## config.mk

```make
export PLATFORM = sky130hd
export DESIGN_NAME = arithmetic_expression_tokenizer_unit
export DESIGN_NICKNAME = d
export VERILOG_FILES = /design/src/hw/rtl/aet_pkg.sv /design/src/hw/rtl/aet_fifo.sv /design/src/hw/rtl/aet_scan.sv /design/src/hw/rtl/arithmetic_expression_tokenizer_unit.sv
export VERILOG_INCLUDE_DIRS = /design/src /design/src/hw/rtl
export SDC_FILE = /design/constraint.sdc
export NUM_CORES = 2
export LEC_CHECK = 0
export BUFFER_PORTS_ARGS = -buffer_cell sky130_fd_sc_hd__buf_2
export CORE_UTILIZATION = 50
export CTS_CLUSTER_SIZE = 16
export DETAILED_ROUTE_END_ITERATION = 6
export PLACE_DENSITY = 0.7
export SYNTH_ARGS = -nofsm -noshare
export SYNTH_HDL_FRONTEND = slang
export SYNTH_SLANG_ARGS = --single-unit
```

## constraint.sdc

```tcl
create_clock -name clk -period 5.62 [get_ports clk]
set_input_delay 1.405 -clock clk [delete_from_list [all_inputs] [get_ports clk]]
set_output_delay 1.405 -clock clk [all_outputs]
set_load 0.03 [all_outputs]
```

## src/hw/rtl/arithmetic_expression_tokenizer_unit_defines.svh

```systemverilog
// Assertion macros shared by the tokenizer RTL.
// Files that check their own logic include this header by its bare name.
// The asserting modules name their clock clk and their reset arst_n.
`ifndef ARITHMETIC_EXPRESSION_TOKENIZER_UNIT_DEFINES_SVH
`define ARITHMETIC_EXPRESSION_TOKENIZER_UNIT_DEFINES_SVH

`ifndef NO_ASSERTIONS

`define AET_CHECK(lbl, prop, msg) \
	lbl: assert property (@(posedge clk) disable iff (!arst_n) prop) else $error(msg);

`define AET_CHECK_ALWAYS(lbl, prop, msg) \
	lbl: assert property (@(posedge clk) prop) else $error(msg);

`else

`define AET_CHECK(lbl, prop, msg)

`define AET_CHECK_ALWAYS(lbl, prop, msg)

`endif

`endif

```

## src/hw/rtl/aet_pkg.sv

```systemverilog
// Types and constants of the arithmetic expression tokenizer.
// Used by aet_scan, aet_fifo and arithmetic_expression_tokenizer_unit.
`default_nettype none

package aet_pkg;

	typedef enum logic [3:0] {
		TK_PLUS    = 4'd0,
		TK_MINUS   = 4'd1,
		TK_MUL     = 4'd2,
		TK_DIV     = 4'd3,
		TK_LPAREN  = 4'd4,
		TK_RPAREN  = 4'd5,
		TK_END     = 4'd6,
		TK_NUMBER  = 4'd7,
		TK_NAME    = 4'd8,
		TK_INVALID = 4'd9
	} kind_t;

	typedef enum logic [1:0] {
		MODE_IDLE   = 2'd0,
		MODE_NUMBER = 2'd1,
		MODE_NAME   = 2'd2,
		MODE_HALT   = 2'd3
	} mode_t;

	typedef struct packed {
		kind_t        kind;
		logic [59:0]  mantissa;
		logic [4:0]   frac;
		logic         ovf;
		logic [59:0]  letters;
		logic [3:0]   len;
		logic         last;
	} tok_t;

	// Up to two tokens written into the queue in one cycle.
	typedef struct packed {
		logic [1:0] n;
		tok_t       tok0;
		tok_t       tok1;
	} push_t;

	localparam tok_t TOK_ZERO = '0;

	localparam logic [63:0] MANT_LIMIT = 64'd999999999999999999;
	localparam logic [4:0]  FRAC_LIMIT = 5'd18;
	localparam int          NAME_SLOTS = 10;
	localparam logic [6:0]  CNT_MAX    = 7'd127;

	localparam int QUEUE_DEPTH = 8;
	localparam int PTR_W       = $clog2(QUEUE_DEPTH);
	localparam int CNT_W       = PTR_W + 1;

	localparam logic [7:0] CH_NUL    = 8'h00;
	localparam logic [7:0] CH_SPACE  = 8'h20;
	localparam logic [7:0] CH_LPAREN = 8'h28;
	localparam logic [7:0] CH_RPAREN = 8'h29;
	localparam logic [7:0] CH_STAR   = 8'h2A;
	localparam logic [7:0] CH_PLUS   = 8'h2B;
	localparam logic [7:0] CH_MINUS  = 8'h2D;
	localparam logic [7:0] CH_DOT    = 8'h2E;
	localparam logic [7:0] CH_SLASH  = 8'h2F;
	localparam logic [7:0] CH_0      = 8'h30;
	localparam logic [7:0] CH_9      = 8'h39;
	localparam logic [7:0] CH_UA     = 8'h41;
	localparam logic [7:0] CH_UZ     = 8'h5A;
	localparam logic [7:0] CH_LA     = 8'h61;
	localparam logic [7:0] CH_LZ     = 8'h7A;

endpackage

`default_nettype wire

```

## src/hw/rtl/aet_fifo.sv

```systemverilog
// Token queue: eight entries, up to two writes and one read per cycle.
// Depends on aet_pkg for the token and push types.
`default_nettype none
`include "arithmetic_expression_tokenizer_unit_defines.svh"

module aet_fifo (
	input  wire logic             clk,
	input  wire logic             arst_n,
	input  wire aet_pkg::push_t   push,
	output aet_pkg::tok_t         head,
	output logic                  out_valid,
	input  wire logic             out_ready,
	output logic [aet_pkg::CNT_W-1:0] count
);
	import aet_pkg::*;

	tok_t             mem_q [QUEUE_DEPTH];
	logic [PTR_W-1:0] wr_q;
	logic [PTR_W-1:0] rd_q;
	logic [CNT_W-1:0] count_q;
	logic             pop;

	assign out_valid = (count_q != '0);
	assign pop       = out_valid && out_ready;
	assign head      = mem_q[rd_q];
	assign count     = count_q;

	always_ff @(posedge clk) begin
		if (push.n != 2'd0) begin
			mem_q[wr_q] <= push.tok0;
		end
		if (push.n == 2'd2) begin
			mem_q[wr_q + PTR_W'(1)] <= push.tok1;
		end
	end

	always_ff @(posedge clk or negedge arst_n) begin
		if (!arst_n) begin
			wr_q    <= '0;
			rd_q    <= '0;
			count_q <= '0;
		end else begin
			wr_q    <= wr_q + PTR_W'(push.n);
			rd_q    <= rd_q + PTR_W'(pop);
			count_q <= count_q + CNT_W'(push.n) - CNT_W'(pop);
		end
	end

	`AET_CHECK_ALWAYS(a_count_bound, count_q <= CNT_W'(QUEUE_DEPTH), "token queue overfilled")
	`AET_CHECK(a_double_push, (push.n == 2'd2 && !pop) |=> count_q == $past(count_q) + CNT_W'(2), "double write lost")
	`AET_CHECK(a_no_drop, $fell(out_valid) |-> $past(out_ready), "queued word vanished without a read")

endmodule

`default_nettype wire

```

## src/hw/rtl/aet_scan.sv

```systemverilog
// Scanner: holds the token state and turns one registered character
// into zero, one or two tokens. Depends on aet_pkg.
`default_nettype none
`include "arithmetic_expression_tokenizer_unit_defines.svh"

module aet_scan #(
	parameter int MAX_NUMBER_CHARS = 100,
	parameter int MAX_NAME_CHARS   = 10
) (
	input  wire logic           clk,
	input  wire logic           arst_n,
	input  wire logic           valid_s1,
	input  wire logic [7:0]     char_s1,
	output aet_pkg::push_t      push
);
	import aet_pkg::*;

	mode_t        mode_q, mode_d;
	logic [59:0]  acc_q, acc_d;
	logic [4:0]   frac_q, frac_d;
	logic [1:0]   pts_q, pts_d;
	logic         sat_q, sat_d;
	logic [6:0]   cnt_q, cnt_d;
	logic [59:0]  name_q, name_d;

	logic         is_digit, is_lower, is_upper;
	logic [3:0]   digit;
	logic [63:0]  acc_x10;
	logic         fits;

	// Outcome of the character taken with no token open.
	logic         fr_emit;
	tok_t         fr_tok;
	mode_t        fr_mode;
	logic         fr_num;
	logic         fr_name;

	tok_t         num_tok, name_tok;

	assign is_digit = (char_s1 inside {[CH_0:CH_9]});
	assign is_lower = (char_s1 inside {[CH_LA:CH_LZ]});
	assign is_upper = (char_s1 inside {[CH_UA:CH_UZ]});
	assign digit    = char_s1[3:0];

	// acc * 10 + digit, checked against the eighteen-digit limit.
	assign acc_x10 = {1'b0, acc_q, 3'b000} + {3'b000, acc_q, 1'b0} + {60'd0, digit};
	assign fits    = (acc_x10 <= MANT_LIMIT);

	always_comb begin
		fr_emit = 1'b0;
		fr_tok  = TOK_ZERO;
		fr_mode = MODE_IDLE;
		fr_num  = 1'b0;
		fr_name = 1'b0;
		case (char_s1)
			CH_SPACE: begin
			end
			CH_PLUS: begin
				fr_emit = 1'b1;
				fr_tok.kind = TK_PLUS;
			end
			CH_MINUS: begin
				fr_emit = 1'b1;
				fr_tok.kind = TK_MINUS;
			end
			CH_STAR: begin
				fr_emit = 1'b1;
				fr_tok.kind = TK_MUL;
			end
			CH_SLASH: begin
				fr_emit = 1'b1;
				fr_tok.kind = TK_DIV;
			end
			CH_LPAREN: begin
				fr_emit = 1'b1;
				fr_tok.kind = TK_LPAREN;
			end
			CH_RPAREN: begin
				fr_emit = 1'b1;
				fr_tok.kind = TK_RPAREN;
			end
			CH_NUL: begin
				fr_emit = 1'b1;
				fr_tok.kind = TK_END;
			end
			default: begin
				if (is_digit) begin
					fr_num = 1'b1;
					if (7'd1 >= 7'(MAX_NUMBER_CHARS)) begin
						fr_emit = 1'b1;
						fr_tok.kind = TK_NUMBER;
						fr_tok.mantissa = {56'd0, digit};
					end else begin
						fr_mode = MODE_NUMBER;
					end
				end else if (is_lower || is_upper) begin
					fr_name = 1'b1;
					if (7'd1 >= 7'(MAX_NAME_CHARS)) begin
						fr_emit = 1'b1;
						fr_tok.kind = TK_NAME;
						fr_tok.letters = {54'd0, char_s1[5:0]};
						fr_tok.len = 4'd1;
					end else begin
						fr_mode = MODE_NAME;
					end
				end else begin
					fr_emit = 1'b1;
					fr_tok.kind = TK_INVALID;
					fr_mode = MODE_HALT;
				end
			end
		endcase
	end

	always_comb begin
		mode_d = mode_q;
		acc_d  = acc_q;
		frac_d = frac_q;
		pts_d  = pts_q;
		sat_d  = sat_q;
		cnt_d  = cnt_q;
		name_d = name_q;
		push   = '0;

		if (valid_s1) begin
			case (mode_q)
				MODE_HALT: begin
				end
				MODE_NUMBER: begin
					if (is_digit || char_s1 == CH_DOT) begin
						if (char_s1 == CH_DOT) begin
							if (pts_q != 2'd2) begin
								pts_d = pts_q + 2'd1;
							end
						end else if (pts_q == 2'd0) begin
							if (!sat_q) begin
								if (fits) begin
									acc_d = acc_x10[59:0];
								end else begin
									acc_d = MANT_LIMIT[59:0];
									sat_d = 1'b1;
								end
							end
						end else if (pts_q == 2'd1) begin
							if (!sat_q && frac_q < FRAC_LIMIT && fits) begin
								acc_d  = acc_x10[59:0];
								frac_d = frac_q + 5'd1;
							end
						end
						if (cnt_q != CNT_MAX) begin
							cnt_d = cnt_q + 7'd1;
						end
						if (cnt_d >= 7'(MAX_NUMBER_CHARS)) begin
							push.n = 2'd1;
							push.tok0 = TOK_ZERO;
							push.tok0.kind = TK_NUMBER;
							push.tok0.mantissa = acc_d;
							push.tok0.frac = frac_d;
							push.tok0.ovf = sat_d;
							mode_d = MODE_IDLE;
						end
					end else begin
						push.n = fr_emit ? 2'd2 : 2'd1;
						push.tok0 = num_tok;
						push.tok1 = fr_tok;
						mode_d = fr_mode;
					end
				end
				MODE_NAME: begin
					if (is_lower && cnt_q < 7'(NAME_SLOTS)) begin
						for (int i = 0; i < NAME_SLOTS; i++) begin
							if (cnt_q == 7'(i)) begin
								name_d[6*i +: 6] = char_s1[5:0];
							end
						end
						cnt_d = cnt_q + 7'd1;
						if (cnt_d >= 7'(MAX_NAME_CHARS) || cnt_d >= 7'(NAME_SLOTS)) begin
							push.n = 2'd1;
							push.tok0 = TOK_ZERO;
							push.tok0.kind = TK_NAME;
							push.tok0.letters = name_d;
							push.tok0.len = cnt_d[3:0];
							mode_d = MODE_IDLE;
						end
					end else begin
						push.n = fr_emit ? 2'd2 : 2'd1;
						push.tok0 = name_tok;
						push.tok1 = fr_tok;
						mode_d = fr_mode;
					end
				end
				default: begin
					push.n = fr_emit ? 2'd1 : 2'd0;
					push.tok0 = fr_tok;
					mode_d = fr_mode;
				end
			endcase

			// A fresh digit or letter opens a new token.
			if (mode_q != MODE_HALT && (fr_num || fr_name) &&
				!(mode_q == MODE_NUMBER && (is_digit || char_s1 == CH_DOT)) &&
				!(mode_q == MODE_NAME && is_lower && cnt_q < 7'(NAME_SLOTS))) begin
				cnt_d = 7'd1;
				if (fr_num) begin
					acc_d  = {56'd0, digit};
					frac_d = '0;
					pts_d  = '0;
					sat_d  = 1'b0;
				end else begin
					name_d = {54'd0, char_s1[5:0]};
				end
			end

			push.tok0.last = (push.n == 2'd1);
			push.tok1.last = 1'b1;
		end
	end

	always_comb begin
		num_tok = TOK_ZERO;
		num_tok.kind = TK_NUMBER;
		num_tok.mantissa = acc_q;
		num_tok.frac = frac_q;
		num_tok.ovf = sat_q;
		name_tok = TOK_ZERO;
		name_tok.kind = TK_NAME;
		name_tok.letters = name_q;
		name_tok.len = cnt_q[3:0];
	end

	always_ff @(posedge clk or negedge arst_n) begin
		if (!arst_n) begin
			mode_q <= MODE_IDLE;
		end else begin
			mode_q <= mode_d;
		end
	end

	// Token contents are only read in number or name mode, which always
	// load them first, so they need no reset.
	always_ff @(posedge clk) begin
		acc_q  <= acc_d;
		frac_q <= frac_d;
		pts_q  <= pts_d;
		sat_q  <= sat_d;
		cnt_q  <= cnt_d;
		name_q <= name_d;
	end

	`AET_CHECK(a_halt_silent, mode_q == MODE_HALT |-> push.n == 2'd0, "tokens after halt")
	`AET_CHECK(a_pair_opens_with_operand, push.n == 2'd2 |-> (push.tok0.kind == TK_NUMBER || push.tok0.kind == TK_NAME), "second token without closing a number or name")
	`AET_CHECK(a_invalid_halts, (push.n == 2'd1 && push.tok0.kind == TK_INVALID) || (push.n == 2'd2 && push.tok1.kind == TK_INVALID) |=> mode_q == MODE_HALT, "invalid character did not halt the scanner")

endmodule

`default_nettype wire

```

## src/hw/rtl/arithmetic_expression_tokenizer_unit.sv

```systemverilog
// Arithmetic expression tokenizer, top level.
// Instantiates aet_scan and aet_fifo; depends on aet_pkg.
//
// Usage:
//   Input channel: one character word (char_code) per in_valid/in_ready
//   handshake. Output channel: one token word per out_valid/out_ready
//   handshake, with all token fields as separate ports.
//   A character is registered on acceptance and scanned in the next cycle;
//   the tokens it causes are written to an eight-entry queue and offered on
//   the output from the queue, behind any tokens already held there.
//   One character is accepted every cycle while in_ready is high. A
//   character gives zero, one or two tokens; the output moves one token per
//   cycle while out_ready is high, so a character that closes a number or
//   name and is itself a token needs two output handshakes.
//   in_ready drops when the queue, counting the tokens of the character
//   still in the input register, has fewer than four free entries. A
//   stalled receiver therefore backs up into the input without loss.
//   Reset empties the queue and the input register and returns the scanner
//   to idle; in_ready is high as soon as reset is released. After an
//   invalid character the block keeps accepting characters but gives no
//   tokens until the next reset.
`default_nettype none

module arithmetic_expression_tokenizer_unit #(
	parameter int MAX_NUMBER_CHARS = 100,
	parameter int MAX_NAME_CHARS   = 10
) (
	input  wire logic        clk,
	input  wire logic        arst_n,
	input  wire logic        in_valid,
	output logic             in_ready,
	input  wire logic [7:0]  char_code,
	output logic             out_valid,
	input  wire logic        out_ready,
	output logic [3:0]       token_kind,
	output logic [59:0]      mantissa,
	output logic [4:0]       fraction_digits,
	output logic             number_overflow,
	output logic [59:0]      name_letters,
	output logic [3:0]       name_length,
	output logic             last_of_run
);
	import aet_pkg::*;

	logic             valid_s1;
	logic [7:0]       char_s1;
	push_t            push;
	tok_t             head;
	logic [CNT_W-1:0] count;

	// Room for the pending character and the next one, two tokens each.
	assign in_ready = ({1'b0, count} + (valid_s1 ? (CNT_W+1)'(2) : '0))
		<= (CNT_W+1)'(QUEUE_DEPTH - 4);

	always_ff @(posedge clk or negedge arst_n) begin
		if (!arst_n) begin
			valid_s1 <= 1'b0;
		end else begin
			valid_s1 <= in_valid && in_ready;
		end
	end

	always_ff @(posedge clk) begin
		if (in_valid && in_ready) begin
			char_s1 <= char_code;
		end
	end

	aet_scan #(
		.MAX_NUMBER_CHARS (MAX_NUMBER_CHARS),
		.MAX_NAME_CHARS   (MAX_NAME_CHARS)
	) u_scan (
		.clk      (clk),
		.arst_n   (arst_n),
		.valid_s1 (valid_s1),
		.char_s1  (char_s1),
		.push     (push)
	);

	aet_fifo u_fifo (
		.clk       (clk),
		.arst_n    (arst_n),
		.push      (push),
		.head      (head),
		.out_valid (out_valid),
		.out_ready (out_ready),
		.count     (count)
	);

	assign token_kind      = head.kind;
	assign mantissa        = head.mantissa;
	assign fraction_digits = head.frac;
	assign number_overflow = head.ovf;
	assign name_letters    = head.letters;
	assign name_length     = head.len;
	assign last_of_run     = head.last;

endmodule

`default_nettype wire
```

* After elaboration in Yosys (flattened, before gate mapping)
Memory sizes are Yosys's and may differ from the RTL's. Index checks and enable logic that the tools add are counted.
Storage, ports and cells: register bits after elaboration 156, memory bits (writable) 1080, bits in read-only memories 0, memories kept 1, logic and storage cells 187, latch bits 0
Memories:
- u_fifo.mem_q | words 8, width 135, read ports 1, clocked after memory_dff 0, write ports 2, RTL line aet_fifo.sv:17 | tok_t mem_q [QUEUE_DEPTH];
Operators by class: div/mod/pow operators 0, bitwise logic cells 1, shift operators 0, $lt $le $gt $ge 12, multipliers 0, mux-type cells 89, reduce and logical (&&, ||, !) cells 31, add/sub/neg operators 11, equal/unequal tests 30
Operator list (number):
- 60-bit 2-to-1 mux | 14
- 137-bit 2-to-1 mux | 3
- 137-bit case mux with 3 select lines | 1
- 136-bit 2-to-1 mux | 2
- 272-bit 2-to-1 mux | 1
- 135-bit 2-to-1 mux | 2
- 135-bit case mux with 2 select lines | 1
- 63-bit by 61-bit adder with 64-bit output | 1
- 64-bit by 4-bit adder with 64-bit output | 1
- 8-bit by 6-bit == test with 1-bit output, second input constant | 8
- 64-bit by 60-bit less-or-equal comparator with 1-bit output, second input constant | 1
- 6-bit 2-to-1 mux | 10
- 7-bit 2-to-1 mux | 6
- 5-bit 2-to-1 mux | 8
- 7-bit by 3-bit == test with 1-bit output, second input constant | 4
- 2-bit 2-to-1 mux | 14
- 4-bit case mux with 7 select lines | 1
- 1-bit 2-to-1 mux | 21
- 8-bit by 7-bit greater-or-equal comparator with 1-bit output, second input constant | 2
- 8-bit by 7-bit less-or-equal comparator with 1-bit output, second input constant | 2
- 7-bit by 2-bit == test with 1-bit output, second input constant | 2
- 7-bit by 4-bit == test with 1-bit output, second input constant | 2
- 1-bit logical AND | 14
- 7-bit case mux with 2 select lines | 1
- other kinds (39) | 52

* Depth between registers and ports, before layout
word-level depth 17, mapped depth 25, mapped depth without buffers 18

* By module
Synthesis repeated with hierarchy kept, for this count alone.
Unflattened totals: cells, all modules 4988, area, all modules 70817.9 µm²
By module, submodules not included:
- aet_fifo | cells each 2827, instances 1, sequential area each 32681.3 µm², area an instance 53735.3 µm²
- aet_scan | cells each 2144, instances 1, sequential area each 4103.9 µm², area an instance 16752.3 µm²
- arithmetic_expression_tokenizer_unit | cells each 17, instances 1, sequential area each 265.3 µm², area an instance 330.3 µm²

* Worst setup path after synthesis
No wires, ideal clock.
path kind reg2out, start point register valid_s1, end point output in_ready, cell stages (with the launch flop) 5, buffers on the path 0, arrival 4.070 ns, path slack 0.145 ns, cells stage by stage dfrtp_1 ha_1 ha_1 o21ai_0 and3_1
Between the ends: longest elaborated chain between the ends 3
RTL lines:
- start, declared | RTL line arithmetic_expression_tokenizer_unit.sv:45 | logic valid_s1;
- start signal, assigned | RTL line arithmetic_expression_tokenizer_unit.sv:59 | valid_s1 <= in_valid && in_ready;
- 2-bit 2-to-1 mux | RTL line arithmetic_expression_tokenizer_unit.sv:52 | assign in_ready = ({1'b0, count} + (valid_s1 ? (CNT_W+1)'(2) : '0))
- 4-bit by 2-bit adder with 5-bit output | RTL line arithmetic_expression_tokenizer_unit.sv:52
- 5-bit by 3-bit less-or-equal comparator with 1-bit output | RTL line arithmetic_expression_tokenizer_unit.sv:53 | <= (CNT_W+1)'(QUEUE_DEPTH - 4);
- end, declared | RTL line arithmetic_expression_tokenizer_unit.sv:31 | output logic in_ready,
Every way passes these cells.

==> summary.md <==
| Metric | Value |
|---|---|
| Status | `completed` |
| Worst slack, placed | `around 0.03 ns` |
| Initial antenna violation count | `6` |
| Total chip power | `34.4 mW` |
| Clock Skew | `between 0.04 and 0.05 ns` |
| Sequential element share of the synthesized area | `45.8%` |
| Total GRT Usage | `31.0%` |
| # placed instances | `7297` |
| DRT Pass-1 Iters | `6` |
| Dpl hpwl | `117000 um` |
| Die height | `343 um` |
| Setup repair after global routing missed its margin | `yes` |
| Post-synth net total | `about 6k` |
| Core area | `roughly 110000 um^2` |
| Port Buf Inserts | `~150` |
| Register area | `around 27000 um^2` |
| R2R depth | `19` |
| Area share of the leading cell type in the synthesized netlist | `approximately 36%` |
| I/O pins | `149` |
| Routed wire length | `roughly 190000 um` |
| Routed WL per cell | `24.9 um` |
| Yosys reg bits | `between 1k and 1.5k` |
| Warnings from Yosys | `0` |
| Final Instance Count excl. Fillers | `between 7k and 8k` |
| Hold WS | `0.444 ns` |
| Cell row count | `124` |
| CTS tree | `done` |
| Maximum VDD drop | `0.310 mV` |
| Cells after Synth | `5877` |
| ANT nets after route | `0` |
| Slew HR | `~15%` |
| Sink Count | `1236` |
| Fin area | `65700 um^2` |
| Share of cells above drive strength 1 | `20.0%` |
| Max Cap Viol | `0` |
| Hold Path Depth | `2` |
| Top FF cell, synth | `dfxtp_1` |
| Worst Path Required | `between 6 and 7 ns` |
| Multi-input combinational cell area | `29600 um^2` |
| Clock Latency Late Sink | `0.74 ns` |
| CP arrival | `6.16 ns` |
| Nature of the critical path endpoint | `flip-flop` |
| Worst-path clk slew | `0.06 ns` |
| Largest cells by area after synthesis | `dfxtp_1, mux4_2, edfxtp_1, o21ai_0, nand3_1` |
| Starting density of the core | `50.6%` |
| Crit path setup slack, layout | `0.101 ns` |
| Largest net degree at the start of global routing | `136` |
| Mapped Avg Cell Area | `9.89 um^2` |
| Critical Path Source Type | `flip-flop` |
| Area leader, netlist | `dfxtp_1` |
| Filler instances | `9806` |
| P_leak | `24.4 nW` |
| Vias | `48.8k` |
| Area Growth Syn to Fin | `13.1%` |
| Post-synthesis cell type count | `around 100` |
| CP max FO | `9` |
| N_diodes | `0` |
| Tcrit/Tclk final | `98.2%` |
| Final Hold Fails | `0` |
| Worst setup path category | `reg2reg` |
| First-pass GRT wire length | `283000 um` |
| PwrDens | `between 500 and 600 nW/um^2` |
| Slew Limit Fails | `0` |
| Least-Margin Pin Slew | `roughly 1.3 ns` |
| Post-Route Setup TNS | `0 ns` |
| Clk root buf | `clkbuf_16` |
| DP Area | `61400 um^2` |
| Highest clock rate | `around 180 MHz` |
| CTS Buffer Depth | `3` |
| Die Width | `343 um` |
| Routability cong. | `1.07` |
| Drt first-iter violations | `5369` |
| Cts bufs inserted | `121` |
| Mapped Area | `around 58000 um^2` |
| H-tree levels | `3` |
| Overflow after GRT | `0` |
| Async set-or-reset flop fraction in the synthesized netlist | `roughly 1.1%` |
| Layout Nets | `6074` |
| Final setup viols | `0` |
| Min Tclk post-route | `5.52 ns` |
| Vias in the first global route | `46.6k` |
| Die Area | `118000 um^2` |
| Vias per cell | `around 6.5` |
| Final Util | `57.3%` |
| DRC | `0` |
| Hold Path Class | `reg2reg` |
| Number of flops mapped to enable cells by yosys | `183` |
[timing repair]
item | 4_1_cts | 5_1_grt
hold buffers | 0 | 0
setup buffers | 0 | 5
pin swaps | 0 | 5
endpoints found under the hold margin | 0 | 0
setup endpoints to repair | 1 | 547
gates resized for setup | 1 | 39
[final timing paths]
kind | from | endpoint | slack [ns]
min in group asynchronous | arst_n | u_fifo.rd_q[0] | 0.57
hold / removal | u_fifo.mem_q[1][92] | u_fifo.mem_q[1][92] | 0.44
setup / recovery | u_scan.acc_q[20] | u_fifo.mem_q[4][123] | 0.10
max in group asynchronous | arst_n | valid_s1 | 4.74
setup reg to reg | u_scan.acc_q[20] | u_fifo.mem_q[4][123] | 0.10
hold reg to reg | u_fifo.mem_q[1][92] | u_fifo.mem_q[1][92] | 0.44
[cell usage in the layout (no fill, tap or decap), types with 14 or more instances in the layout]
| cell type | n |
|---|---|
| clkbuf_8 | 24 |
| mux2_2 | 182 |
| inv_1 | 93 |
| o31ai_1 | 70 |
| mux4_2 | 270 |
| clkbuf_16 | 124 |
| nand4_1 | 26 |
| xnor2_1 | 51 |
| clkinv_2 | 19 |
| a31oi_1 | 19 |
| xor2_1 | 18 |
| a21oi_1 | 169 |
| nor3_1 | 39 |
| nor2_1 | 188 |
| o21a_1 | 16 |
| o21ai_1 | 132 |
| a22o_1 | 69 |
| clkbuf_1 | 30 |
| and3_1 | 17 |
| o22ai_1 | 48 |
| or3_1 | 14 |
| ha_1 | 145 |
| nand3_1 | 562 |
| buf_2 | 148 |
| o211ai_1 | 16 |
| buf_4 | 204 |
| edfxtp_1 | 183 |
| buf_12 | 45 |
| a21o_1 | 36 |
| nand2_1 | 683 |
| o221ai_1 | 88 |
| mux2i_1 | 43 |
| dfxtp_1 | 1040 |
| o21ai_0 | 837 |
[power by group]
group          leakage (nW)  switching (mW)  internal [mW]
clock                  2.00            3.60           4.70
sequential             10.2            1.05           10.2
combinational          12.2            9.32           5.50
[critical path, cell delays in order, from the launching register on]
cell and delay, ns:
edfxtp_1 0.55, ha_1 0.36, ha_1 0.44, nand4_1 0.20, nor2_1 0.11, and3b_1 0.23, nor4_2 0.41, nand2_1 0.28
a31o_2 0.34, xnor2_2 0.24, nand2_1 0.14, a211oi_2 0.31, a211o_1 0.31, buf_4 0.21, nand3_2 0.10, buf_4 0.24
o21ai_0 0.32, a32oi_2 0.20, buf_4 0.21, o31ai_1 0.24
[logic make-up (layout without fill, tap and decap cells)]
| kind of cell | after synthesis | in the layout | synth area share, % |
|---|---|---|---|
| compound gates | 1685 | 1685 | 18.1 |
| simple gates | 1659 | 1659 | 13.0 |
| flops | 1236 | 1236 | 45.8 |
| buf+inv | 578 | 716 | 3.91 |
| mux | 495 | 495 | 14.7 |
| fa+ha+maj | 151 | 151 | 3.29 |
| xor+xnor | 73 | 73 | 1.13 |
[flip-flops by register name, summed over array words and instances (netlist names)]
signal         cells
u_fifo.mem_q    1080
u_scan.acc_q      60
u_scan.name_q     60
char_s1            8
u_scan.cnt_q       7
u_scan.frac_q      5
u_fifo.count       4
u_fifo.rd_q        3
u_fifo.wr_q        3
u_scan.mode_q      2
u_scan.pts_q       2
u_scan.sat_q       1
valid_s1           1
[synthesized netlist by cell type (all sizes together) (15+ instances only)]
| cell | instances |
|---|---|
| dfxtp | 1040 |
| o21ai | 979 |
| nand2 | 684 |
| nand3 | 563 |
| clkbuf | 364 |
| mux4 | 270 |
| nor2 | 195 |
| edfxtp | 183 |
| mux2 | 182 |
| a21oi | 174 |
| ha | 145 |
| buf | 121 |
| inv | 93 |
| o221ai | 89 |
| o31ai | 72 |
| a22o | 69 |
| o22ai | 65 |
| xnor2 | 55 |
| nor3 | 44 |
| mux2i | 43 |
| a21o | 36 |
| nand4 | 26 |
| a31oi | 22 |
| or3 | 22 |
| a211oi | 21 |
| nand2b | 21 |
| and2 | 18 |
| and3 | 18 |
| xor2 | 18 |
| o21a | 17 |
| o211ai | 16 |
| nor4 | 15 |
[metal layers]
layer | share of wire (%) | global-route usage, %
met5 | 0.017 | 0
met4 | 2.9 | 10.4
met3 | 11 | 5.59
met2 | 45 | 47.3
met1 | 42 | 44.3
[cell type report]
| class | instances | area share [%] |
|---|---|---|
| Clock buffer | 178 | 5.39 |
| Clock inverter | 47 | 0.799 |
| Inverter | 93 | 0.531 |
| Multi-Input combinational cell | 4063 | 45.0 |
| Sequential cell | 1236 | 40.5 |
| Tap cell | 1512 | 2.88 |
| Timing Repair Buffer | 398 | 4.84 |
Note: power is estimated with default switching activity, not from simulation.
